===== src/rtl/limited_pointer_sharer_table_core_assert.svh =====
// Assertion macros for the sharer table core.
// Both expect signals named clk and arst_n in the scope where they are used.
`ifndef LIMITED_POINTER_SHARER_TABLE_CORE_ASSERT_SVH
`define LIMITED_POINTER_SHARER_TABLE_CORE_ASSERT_SVH

// Same-cycle implication
`define LPST_ASSERT_NOW(label, ante, cons) \
	label: assert property (@(posedge clk) disable iff (!arst_n) (ante) |-> (cons)) \
		else $error("sharer table check failed");

// Next-cycle implication
`define LPST_ASSERT_NEXT(label, ante, cons) \
	label: assert property (@(posedge clk) disable iff (!arst_n) (ante) |=> (cons)) \
		else $error("sharer table check failed");

`endif


===== src/rtl/lpst_pkg.sv =====
package lpst_pkg;

	// Table geometry
	localparam int MAX_SHARERS  = 8;
	localparam int TILE_ID_BITS = 10;
	localparam int SLOT_W       = (MAX_SHARERS > 1) ? $clog2(MAX_SHARERS) : 1;
	localparam int SCAN_W       = $clog2(MAX_SHARERS + 1);

	// Fixed field widths of the stream payload
	localparam int FIELD_ID_W   = 10;
	localparam int ACTION_W     = 2;
	localparam int STATUS_W     = 2;
	localparam int COUNT_W      = 4;
	localparam int IN_TDATA_W   = 16;
	localparam int OUT_TDATA_W  = 24;

	typedef logic [TILE_ID_BITS-1:0] id_t;

	typedef enum logic [ACTION_W-1:0] {
		ACT_QUERY  = 2'd0,
		ACT_ADD    = 2'd1,
		ACT_REMOVE = 2'd2,
		ACT_LIST   = 2'd3
	} action_t;

	typedef enum logic [STATUS_W-1:0] {
		ST_OK        = 2'd0,
		ST_DUP       = 2'd1,
		ST_FULL      = 2'd2,
		ST_NOT_FOUND = 2'd3
	} status_t;

	typedef enum logic [1:0] {
		S_IDLE,
		S_SCAN,
		S_DONE
	} state_t;

	// One result item on its way to the output register
	typedef struct packed {
		status_t                 status;
		logic                    present;
		logic                    listed_valid;
		logic [FIELD_ID_W-1:0]   listed_sharer;
		logic                    last;
		logic [COUNT_W-1:0]      sharer_count;
	} res_t;

endpackage


===== src/rtl/lpst_id_ram.sv =====
module lpst_id_ram #(
	parameter int DEPTH = 8,
	parameter int WIDTH = 10,
	localparam int ADDR_W = (DEPTH > 1) ? $clog2(DEPTH) : 1
) (
	input  logic              clk,
	input  logic              wr_en,
	input  logic [ADDR_W-1:0] wr_addr,
	input  logic [WIDTH-1:0]  wr_data,
	input  logic              rd_en,
	input  logic [ADDR_W-1:0] rd_addr,
	output logic [WIDTH-1:0]  rd_data
);

	logic [WIDTH-1:0] mem_q [DEPTH];

	// Write port
	always_ff @(posedge clk) begin
		if (wr_en) begin
			mem_q[wr_addr] <= wr_data;
		end
	end

	// Registered read port, holds while not enabled
	always_ff @(posedge clk) begin
		if (rd_en) begin
			rd_data <= mem_q[rd_addr];
		end
	end

endmodule


===== src/rtl/lpst_ctrl.sv =====
module lpst_ctrl (
	input  logic                              clk,
	input  logic                              arst_n,
	input  logic                              in_valid,
	output logic                              in_ready,
	input  logic [lpst_pkg::ACTION_W-1:0]     in_action,
	input  logic [lpst_pkg::FIELD_ID_W-1:0]   in_id,
	output logic                              ram_rd_en,
	output logic [lpst_pkg::SLOT_W-1:0]       ram_rd_addr,
	input  lpst_pkg::id_t                     ram_rd_data,
	output logic                              ram_wr_en,
	output logic [lpst_pkg::SLOT_W-1:0]       ram_wr_addr,
	output lpst_pkg::id_t                     ram_wr_data,
	output logic                              res_push,
	output lpst_pkg::res_t                    res,
	input  logic                              res_ready
);

	lpst_pkg::state_t                       state_q, state_d;
	lpst_pkg::action_t                      action_q;
	lpst_pkg::id_t                          id_q;
	logic [lpst_pkg::SCAN_W-1:0]            rd_cnt_q;
	logic                                   cmp_vld_s2;
	logic [lpst_pkg::SLOT_W-1:0]            cmp_idx_s2;
	logic                                   hit_q;
	logic [lpst_pkg::SLOT_W-1:0]            hit_idx_q;
	logic [lpst_pkg::MAX_SHARERS-1:0]       valid_q;
	logic [lpst_pkg::COUNT_W-1:0]           count_q;

	logic                                   scan_more;
	logic                                   slot_live;
	logic                                   list_emit;
	logic                                   match;
	logic                                   higher;
	logic                                   advance;
	logic                                   full;
	logic [lpst_pkg::SLOT_W-1:0]            free_idx;
	logic                                   upd_add;
	logic                                   upd_rem;

	// Scan bookkeeping
	assign scan_more = rd_cnt_q != lpst_pkg::SCAN_W'(lpst_pkg::MAX_SHARERS);
	assign slot_live = cmp_vld_s2 && valid_q[cmp_idx_s2];
	assign match     = slot_live && (ram_rd_data == id_q);
	assign list_emit = (state_q == lpst_pkg::S_SCAN) && (action_q == lpst_pkg::ACT_LIST)
		&& slot_live;
	assign advance   = (state_q == lpst_pkg::S_SCAN) && (!list_emit || res_ready);
	assign full      = &valid_q;

	// Look for any held slot above the one being listed
	always_comb begin
		higher = 1'b0;
		for (int j = 0; j < lpst_pkg::MAX_SHARERS; j++) begin
			if ((j > int'(cmp_idx_s2)) && valid_q[j]) begin
				higher = 1'b1;
			end
		end
	end

	// Lowest free slot
	always_comb begin
		free_idx = '0;
		for (int j = lpst_pkg::MAX_SHARERS - 1; j >= 0; j--) begin
			if (!valid_q[j]) begin
				free_idx = lpst_pkg::SLOT_W'(j);
			end
		end
	end

	// Next state
	always_comb begin
		state_d = state_q;
		case (state_q)
			lpst_pkg::S_IDLE: begin
				if (in_valid) begin
					state_d = lpst_pkg::S_SCAN;
				end
			end
			lpst_pkg::S_SCAN: begin
				if (!scan_more && !cmp_vld_s2) begin
					state_d = lpst_pkg::S_DONE;
				end
			end
			lpst_pkg::S_DONE: begin
				if ((action_q == lpst_pkg::ACT_LIST && valid_q != '0) || res_ready) begin
					state_d = lpst_pkg::S_IDLE;
				end
			end
			default: state_d = lpst_pkg::S_IDLE;
		endcase
	end

	// Outputs: reads, writes and result items
	always_comb begin
		in_ready    = 1'b0;
		ram_rd_en   = 1'b0;
		ram_rd_addr = rd_cnt_q[lpst_pkg::SLOT_W-1:0];
		ram_wr_en   = 1'b0;
		ram_wr_addr = free_idx;
		ram_wr_data = id_q;
		res_push    = 1'b0;
		upd_add     = 1'b0;
		upd_rem     = 1'b0;
		res         = '0;
		res.status       = lpst_pkg::ST_OK;
		res.sharer_count = count_q;
		case (state_q)
			lpst_pkg::S_IDLE: begin
				in_ready = 1'b1;
			end
			lpst_pkg::S_SCAN: begin
				ram_rd_en = advance && scan_more;
				if (list_emit) begin
					res_push          = 1'b1;
					res.listed_valid  = 1'b1;
					res.listed_sharer = lpst_pkg::FIELD_ID_W'(ram_rd_data);
					res.last          = !higher;
				end
			end
			lpst_pkg::S_DONE: begin
				res.last = 1'b1;
				case (action_q)
					lpst_pkg::ACT_QUERY: begin
						res_push    = 1'b1;
						res.present = hit_q;
					end
					lpst_pkg::ACT_ADD: begin
						res_push = 1'b1;
						if (hit_q) begin
							res.status = lpst_pkg::ST_DUP;
						end else if (full) begin
							res.status = lpst_pkg::ST_FULL;
						end else begin
							res.sharer_count = lpst_pkg::COUNT_W'(count_q + 1'b1);
							upd_add          = res_ready;
							ram_wr_en        = res_ready;
						end
					end
					lpst_pkg::ACT_REMOVE: begin
						res_push = 1'b1;
						if (!hit_q) begin
							res.status = lpst_pkg::ST_NOT_FOUND;
						end else begin
							res.sharer_count = lpst_pkg::COUNT_W'(count_q - 1'b1);
							upd_rem          = res_ready;
						end
					end
					lpst_pkg::ACT_LIST: begin
						// Empty table still closes the list with one marker item
						res_push = (valid_q == '0);
					end
					default: res_push = 1'b0;
				endcase
			end
			default: in_ready = 1'b0;
		endcase
	end

	// Control registers
	always_ff @(posedge clk or negedge arst_n) begin
		if (!arst_n) begin
			state_q    <= lpst_pkg::S_IDLE;
			rd_cnt_q   <= '0;
			cmp_vld_s2 <= 1'b0;
			hit_q      <= 1'b0;
			valid_q    <= '0;
			count_q    <= '0;
		end else begin
			state_q <= state_d;
			if (state_q == lpst_pkg::S_IDLE && in_valid) begin
				rd_cnt_q   <= '0;
				cmp_vld_s2 <= 1'b0;
				hit_q      <= 1'b0;
			end
			// Advance the read pointer and compare stage
			if (advance) begin
				if (scan_more) begin
					rd_cnt_q   <= lpst_pkg::SCAN_W'(rd_cnt_q + 1'b1);
					cmp_vld_s2 <= 1'b1;
				end else begin
					cmp_vld_s2 <= 1'b0;
				end
				if (match && !hit_q) begin
					hit_q <= 1'b1;
				end
			end
			// Commit table updates
			if (upd_add) begin
				valid_q[free_idx] <= 1'b1;
				count_q           <= lpst_pkg::COUNT_W'(count_q + 1'b1);
			end
			if (upd_rem) begin
				valid_q[hit_idx_q] <= 1'b0;
				count_q            <= lpst_pkg::COUNT_W'(count_q - 1'b1);
			end
		end
	end

	// Payload registers
	always_ff @(posedge clk) begin
		if (state_q == lpst_pkg::S_IDLE && in_valid) begin
			action_q <= lpst_pkg::action_t'(in_action);
			id_q     <= lpst_pkg::TILE_ID_BITS'(in_id);
		end
		if (advance && scan_more) begin
			cmp_idx_s2 <= rd_cnt_q[lpst_pkg::SLOT_W-1:0];
		end
		if (advance && match && !hit_q) begin
			hit_idx_q <= cmp_idx_s2;
		end
	end

endmodule


===== src/rtl/lpst_out_reg.sv =====
module lpst_out_reg (
	input  logic                               clk,
	input  logic                               arst_n,
	input  logic                               res_push,
	input  lpst_pkg::res_t                     res,
	output logic                               res_ready,
	output logic                               m_tvalid,
	input  logic                               m_tready,
	output logic [lpst_pkg::OUT_TDATA_W-1:0]   m_tdata,
	output logic                               m_tuser,
	output logic                               m_tlast
);

	logic           vld_q;
	lpst_pkg::res_t res_q;

	// Take a new item when empty or when the held one leaves this cycle
	assign res_ready = !vld_q || m_tready;

	always_ff @(posedge clk or negedge arst_n) begin
		if (!arst_n) begin
			vld_q <= 1'b0;
		end else if (res_ready) begin
			vld_q <= res_push;
		end
	end

	always_ff @(posedge clk) begin
		if (res_push && res_ready) begin
			res_q <= res;
		end
	end

	// Pack: status, present, listed_sharer, sharer_count, zero fill
	assign m_tvalid = vld_q;
	assign m_tdata  = lpst_pkg::OUT_TDATA_W'({res_q.sharer_count, res_q.listed_sharer,
		res_q.present, res_q.status});
	assign m_tuser  = res_q.listed_valid;
	assign m_tlast  = res_q.last;

endmodule


===== src/rtl/limited_pointer_sharer_table_core.sv =====
// Sharer table: one item is taken, then all MAX_SHARERS slots are read from the
// id memory one per cycle, unless a full output register stalls a list scan, and
// compared in the following cycle; the scan is set by the single read port of the id memory.
// Single results are pushed once the scan ends; list results are pushed to the output register
// as their slot is compared, and a full output register stalls the scan.
// Reset clears valid bits, count and control; the id memory is not cleared.
`include "limited_pointer_sharer_table_core_assert.svh"

module limited_pointer_sharer_table_core (
	input  logic                               clk,
	input  logic                               arst_n,
	input  logic                               s_tvalid,
	output logic                               s_tready,
	// [1:0] action, [11:2] tile_id, [15:12] zero
	input  logic [lpst_pkg::IN_TDATA_W-1:0]    s_tdata,
	output logic                               m_tvalid,
	input  logic                               m_tready,
	// [1:0] status, [2] present, [12:3] listed_sharer, [16:13] sharer_count, rest zero
	output logic [lpst_pkg::OUT_TDATA_W-1:0]   m_tdata,
	// [0] listed_valid
	output logic                               m_tuser,
	output logic                               m_tlast
);

	logic                            ram_rd_en;
	logic [lpst_pkg::SLOT_W-1:0]     ram_rd_addr;
	lpst_pkg::id_t                   ram_rd_data;
	logic                            ram_wr_en;
	logic [lpst_pkg::SLOT_W-1:0]     ram_wr_addr;
	lpst_pkg::id_t                   ram_wr_data;
	logic                            res_push;
	lpst_pkg::res_t                  res;
	logic                            res_ready;

	// Slot id storage
	lpst_id_ram #(
		.DEPTH (lpst_pkg::MAX_SHARERS),
		.WIDTH (lpst_pkg::TILE_ID_BITS)
	) u_id_ram (
		.clk     (clk),
		.wr_en   (ram_wr_en),
		.wr_addr (ram_wr_addr),
		.wr_data (ram_wr_data),
		.rd_en   (ram_rd_en),
		.rd_addr (ram_rd_addr),
		.rd_data (ram_rd_data)
	);

	// Scan and update sequencer
	lpst_ctrl u_ctrl (
		.clk         (clk),
		.arst_n      (arst_n),
		.in_valid    (s_tvalid),
		.in_ready    (s_tready),
		.in_action   (s_tdata[1:0]),
		.in_id       (s_tdata[11:2]),
		.ram_rd_en   (ram_rd_en),
		.ram_rd_addr (ram_rd_addr),
		.ram_rd_data (ram_rd_data),
		.ram_wr_en   (ram_wr_en),
		.ram_wr_addr (ram_wr_addr),
		.ram_wr_data (ram_wr_data),
		.res_push    (res_push),
		.res         (res),
		.res_ready   (res_ready)
	);

	// Output register
	lpst_out_reg u_out_reg (
		.clk       (clk),
		.arst_n    (arst_n),
		.res_push  (res_push),
		.res       (res),
		.res_ready (res_ready),
		.m_tvalid  (m_tvalid),
		.m_tready  (m_tready),
		.m_tdata   (m_tdata),
		.m_tuser   (m_tuser),
		.m_tlast   (m_tlast)
	);

	// One item in flight at a time
	`LPST_ASSERT_NEXT(a_one_in_flight, s_tvalid && s_tready, !s_tready)
	// A result without a listed id always closes its item
	`LPST_ASSERT_NOW(a_unlisted_is_last, m_tvalid && !m_tuser, m_tlast)
	// Error codes come only on single, non-list results
	`LPST_ASSERT_NOW(a_error_single, m_tvalid && (m_tdata[1:0] != 2'(lpst_pkg::ST_OK)),
		m_tlast && !m_tuser)
	// A listed id never carries a presence flag
	`LPST_ASSERT_NOW(a_list_no_present, m_tvalid && m_tuser, !m_tdata[2])

endmodule


===== config.mk =====
export PLATFORM = sky130hd
export DESIGN_NAME = limited_pointer_sharer_table_core
export DESIGN_NICKNAME = d
export VERILOG_FILES = /design/src/rtl/lpst_pkg.sv /design/src/rtl/lpst_id_ram.sv /design/src/rtl/lpst_ctrl.sv /design/src/rtl/lpst_out_reg.sv /design/src/rtl/limited_pointer_sharer_table_core.sv
export VERILOG_INCLUDE_DIRS = /design/src /design/src/rtl
export SDC_FILE = /design/constraint.sdc
export NUM_CORES = 1
export LEC_CHECK = 0
export ABC_AREA = 1
export BUFFER_PORTS_ARGS = -buffer_cell sky130_fd_sc_hd__buf_4
export CAP_MARGIN = 20
export CORE_UTILIZATION = 55
export DETAILED_ROUTE_END_ITERATION = 8
export PLACE_DENSITY = 0.8
export SYNTH_ARGS = -nofsm -noshare
export SYNTH_HDL_FRONTEND = slang
export SYNTH_HIERARCHICAL = 1
export SYNTH_SLANG_ARGS = --single-unit
export TNS_END_PERCENT = 5

===== constraint.sdc =====
create_clock -name clk -period 3.58 [get_ports clk]
set_input_delay 0.358 -clock clk [delete_from_list [all_inputs] [get_ports clk]]
set_output_delay 0.358 -clock clk [all_outputs]
set_load 0.01 [all_outputs]

==> summary.txt <==
Global routing
  • Met3 Use GR: 0.0427
  • First-pass GRT wire length: 23,600 um
  • Vias in the first global route: 4,822
  • Met1 usage: 0.320
  • M2 GR Usage: 0.394
  • GRT Total Usage: 0.242
  • Most Used Layer, Global Route: met2
  • Largest net degree at the start of global routing: 46
  • Grt total ovfl: 0
  • Initial antenna violation count: 0

Logic synthesis
  • Area share of the largest cell type after synthesis: 0.540
  • Synth top area cells: edfxtp_1, nand2_1, inv_1
  • #FFs+latches synth: 148
  • Post-synthesis instance area: 7060 um^2
  • Seq/Total Area, Yosys: 0.614
  • Synth warn: 6
  • Mapped Cells: 725
  • Yosys top cell by area: edfxtp_1
  • Distinct cells, synth: 39
  • Mean post-synth cell area: 9.74 um^2

Finish
  • Fillers: 926
  • Share of cells above drive strength 1: 0.132
  • Ant. Diodes: 0
  • Layout area overhead: 14.1%
  • Final cell count without fillers: 951
  • Final nets: 797

Drt
  • Total Routed Length: 15,000 um
  • Post-route ant nets: 0
  • Router iterations before antenna repair: 5
  • WL/cell: 15.8 um
  • DRC viols: 0
  • Via density: 5.21
  • DRT iter0 DRCs: 513
  • Vias: 4,954

Setup path
  • WP data required: 3620 ps
  • Critical Path AT: 2690 ps
  • Setup CP Type: register to register
  • CP max FO: 10
  • Critical Path Source Type: register
  • Crit. End Element: register

Outcome
  • Status: finished clean

Floorplanning
  • # rows: 41
  • Die height: 115 um
  • IO Count: 48
  • Die width: 115 um
  • Die ar.: 13,300 um^2
  • Initial Utilization: 0.562
  • Core area: 12,600 um^2

Timing
  • Fmax: 0.378 GHz
  • Final setup fails: 0
  • Clock skew: 12.5 ps
  • Crit path time final: 2650 ps
  • Worst slew pin tran: 1020 ps
  • Slew Limit Fails: 0
  • Setup TNS: 0 ps
  • Hold Worst Slack: 106 ps
  • Final worst path period share: 0.739
  • Unrepaired setup endpoints after global routing: no
  • Hold Fails Final Rpt: 0
  • Slew Limit Headroom: 0.318

Clocking
  • CTS tree: done
  • Worst-path clk slew: 60 ps
  • Max Root-Sink Buffers: 2
  • CTS Root Cell: clkbuf_16
  • Post-CTS Setup Bufs: 0
  • TritonCTS Sinks: 148
  • Num CTS Buffers: 17
  • Worst skew pair latency: 430 ps
  • H-tree depth: 4

Place
  • Routability cong.: 0.848
  • Inst Count DP: 918
  • # port buffers: 36
  • DPL Wire Length: 9780 um

Power
  • Peak VDD IR: 0.444 mV
  • Pwr dens: 728 nW/um^2
  • Final Power: 5.87 mW
  • P_leak: 3.69 nW

Job
  • Max-cap viol count: 0

Min path
  • Hold WC Path Type: input pin to register
==> metrics by stage <==
step	instance area, um^2	setup WS, ps	util
floorplan	7080	987	-
global placement	7410	1120	0.589
detailed placement	7410	1030	0.589
CTS	8060	972	0.641
global route	8060	830	0.641
finish	8060	933	0.641
==> cells by family (layout without fill, tap and decap cells) <==
group / Yosys count / count (layout) / synth area share
AOI/OAI and AO/OA: 41 / 41 / 0.0322
other: 1 / 7 / 0.000531
and+or+nand+nor: 331 / 331 / 0.203
adders and majority gates: 11 / 11 / 0.0195
buffers and inverters: 179 / 227 / 0.113
DFF: 148 / 148 / 0.614
xor gates and xnor gates: 13 / 13 / 0.0161
muxes: 1 / 1 / 0.00142
==> layout by cell type, fill, tap and decap left out, drive strengths merged <==
cell / synthesis / final
xnor2: 4 / 4
o221ai: 2 / 2
a21oi: 16 / 16
edfxtp: 127 / 127
dlygate4sd3: 0 / 1
nand3: 69 / 69
a22oi: 1 / 1
ha: 11 / 11
o211ai: 2 / 2
dfrtp: 21 / 21
buf: 28 / 43
clkinvlp: 0 / 4
a211oi: 1 / 1
bufinv: 0 / 5
xor2: 9 / 9
inv: 148 / 149
conb: 1 / 7
clkbuf: 0 / 20
nor3: 3 / 3
o22ai: 1 / 1
nand2: 195 / 195
nand4: 6 / 6
clkinv: 3 / 5
nand3b: 1 / 1
nor2: 53 / 53
or2: 4 / 4
mux2i: 1 / 1
o21ai: 18 / 18
==> synth_stat cells <==
cell and number:
a211oi_1 1, a21oi_1 16, a22oi_1 1, buf_2 7, buf_4 15, buf_6 5
buf_8 1, clkinv_1 1, clkinv_2 1, clkinv_4 1, conb_1 1, dfrtp_1 21
edfxtp_1 127, ha_1 11, inv_1 145, inv_2 2, inv_6 1, mux2i_1 1
nand2_1 181, nand2_2 12, nand2_4 2, nand3_1 69, nand3b_1 1, nand4_1 5
nand4_2 1, nor2_1 49, nor2_2 3, nor2_4 1, nor3_1 2, nor3_2 1
o211ai_1 2, o21ai_0 15, o21ai_1 2, o21ai_2 1, o221ai_1 2, o22ai_1 1
or2_2 4, xnor2_1 4, xor2_1 9
==> layer usage <==
layer | wire [um] | up-vias
met5 | 0 | -
met2 | 7420 | 219
met4 | 296 | 0
met3 | 1030 | 30
li1 | - | 2368
met1 | 6290 | 2337
==> critical path, stage by stage, from the launching register on <==
cell,delay (ps)
edfxtp_1,490
inv_1,120
ha_1,190
inv_1,50
nor2_1,150
o21ai_2,120
nor2_4,200
nand2_1,150
nor2_1,790
==> power breakdown <==
group	switching, mW	internal, mW	total, mW
combinational	1.01	0.488	1.49
sequential	0.224	2.21	2.43
clock	0.700	1.24	1.94
total	1.93	3.94	5.87
==> final timing paths <==
| kind | startpoint | end | slack, ps | depth (start not counted) |
|---|---|---|---|---|
| setup / recovery | u_ctrl/action_q[1] | u_id_ram/mem_q[7][9] | 930 | 8 |
| hold reg to reg | u_ctrl/state_q[0] | u_ctrl/state_q[0] | 520 | 2 |
| hold / removal | s_tdata[3] | u_ctrl/ram_wr_data[1] | 110 | 1 |
| min in group asynchronous | arst_n | u_ctrl/valid_q[2] | 380 | 2 |
| setup reg to reg | u_ctrl/action_q[1] | u_id_ram/mem_q[7][9] | 930 | 8 |
| max in group asynchronous | arst_n | u_ctrl/rd_cnt_q[1] | 2970 | 2 |
==> registers in the layout, summed over array words and instances (netlist names), 3 cells and up <==
signal	cells
u_out_reg/m_tdata	17
u_id_ram/mem_q	80
u_ctrl/valid_q	8
u_ctrl/cmp_idx_s2	3
u_id_ram/rd_data	10
u_ctrl/rd_cnt_q	4
u_ctrl/hit_idx_q	3
u_ctrl/ram_wr_data	10
u_ctrl/count_q	4
==> final cells by class <==
class                      instances  area (um^2)  area share
inverter                         151          578      0.0717
tap                              172          215      0.0267
multi-input combinational        404         1950       0.242
clock inverter                    12          206      0.0256
sequential                       148         4340       0.538
timing repair buffer              44          333      0.0413
clock buffer                      20          437      0.0542
==> repair_timing <==
action,CTS,global route
hold endpoints to repair,21,0
hold buffers,1,0
gates resized for setup,0,0
No activity file was read; power rests on OpenSTA's default activity.
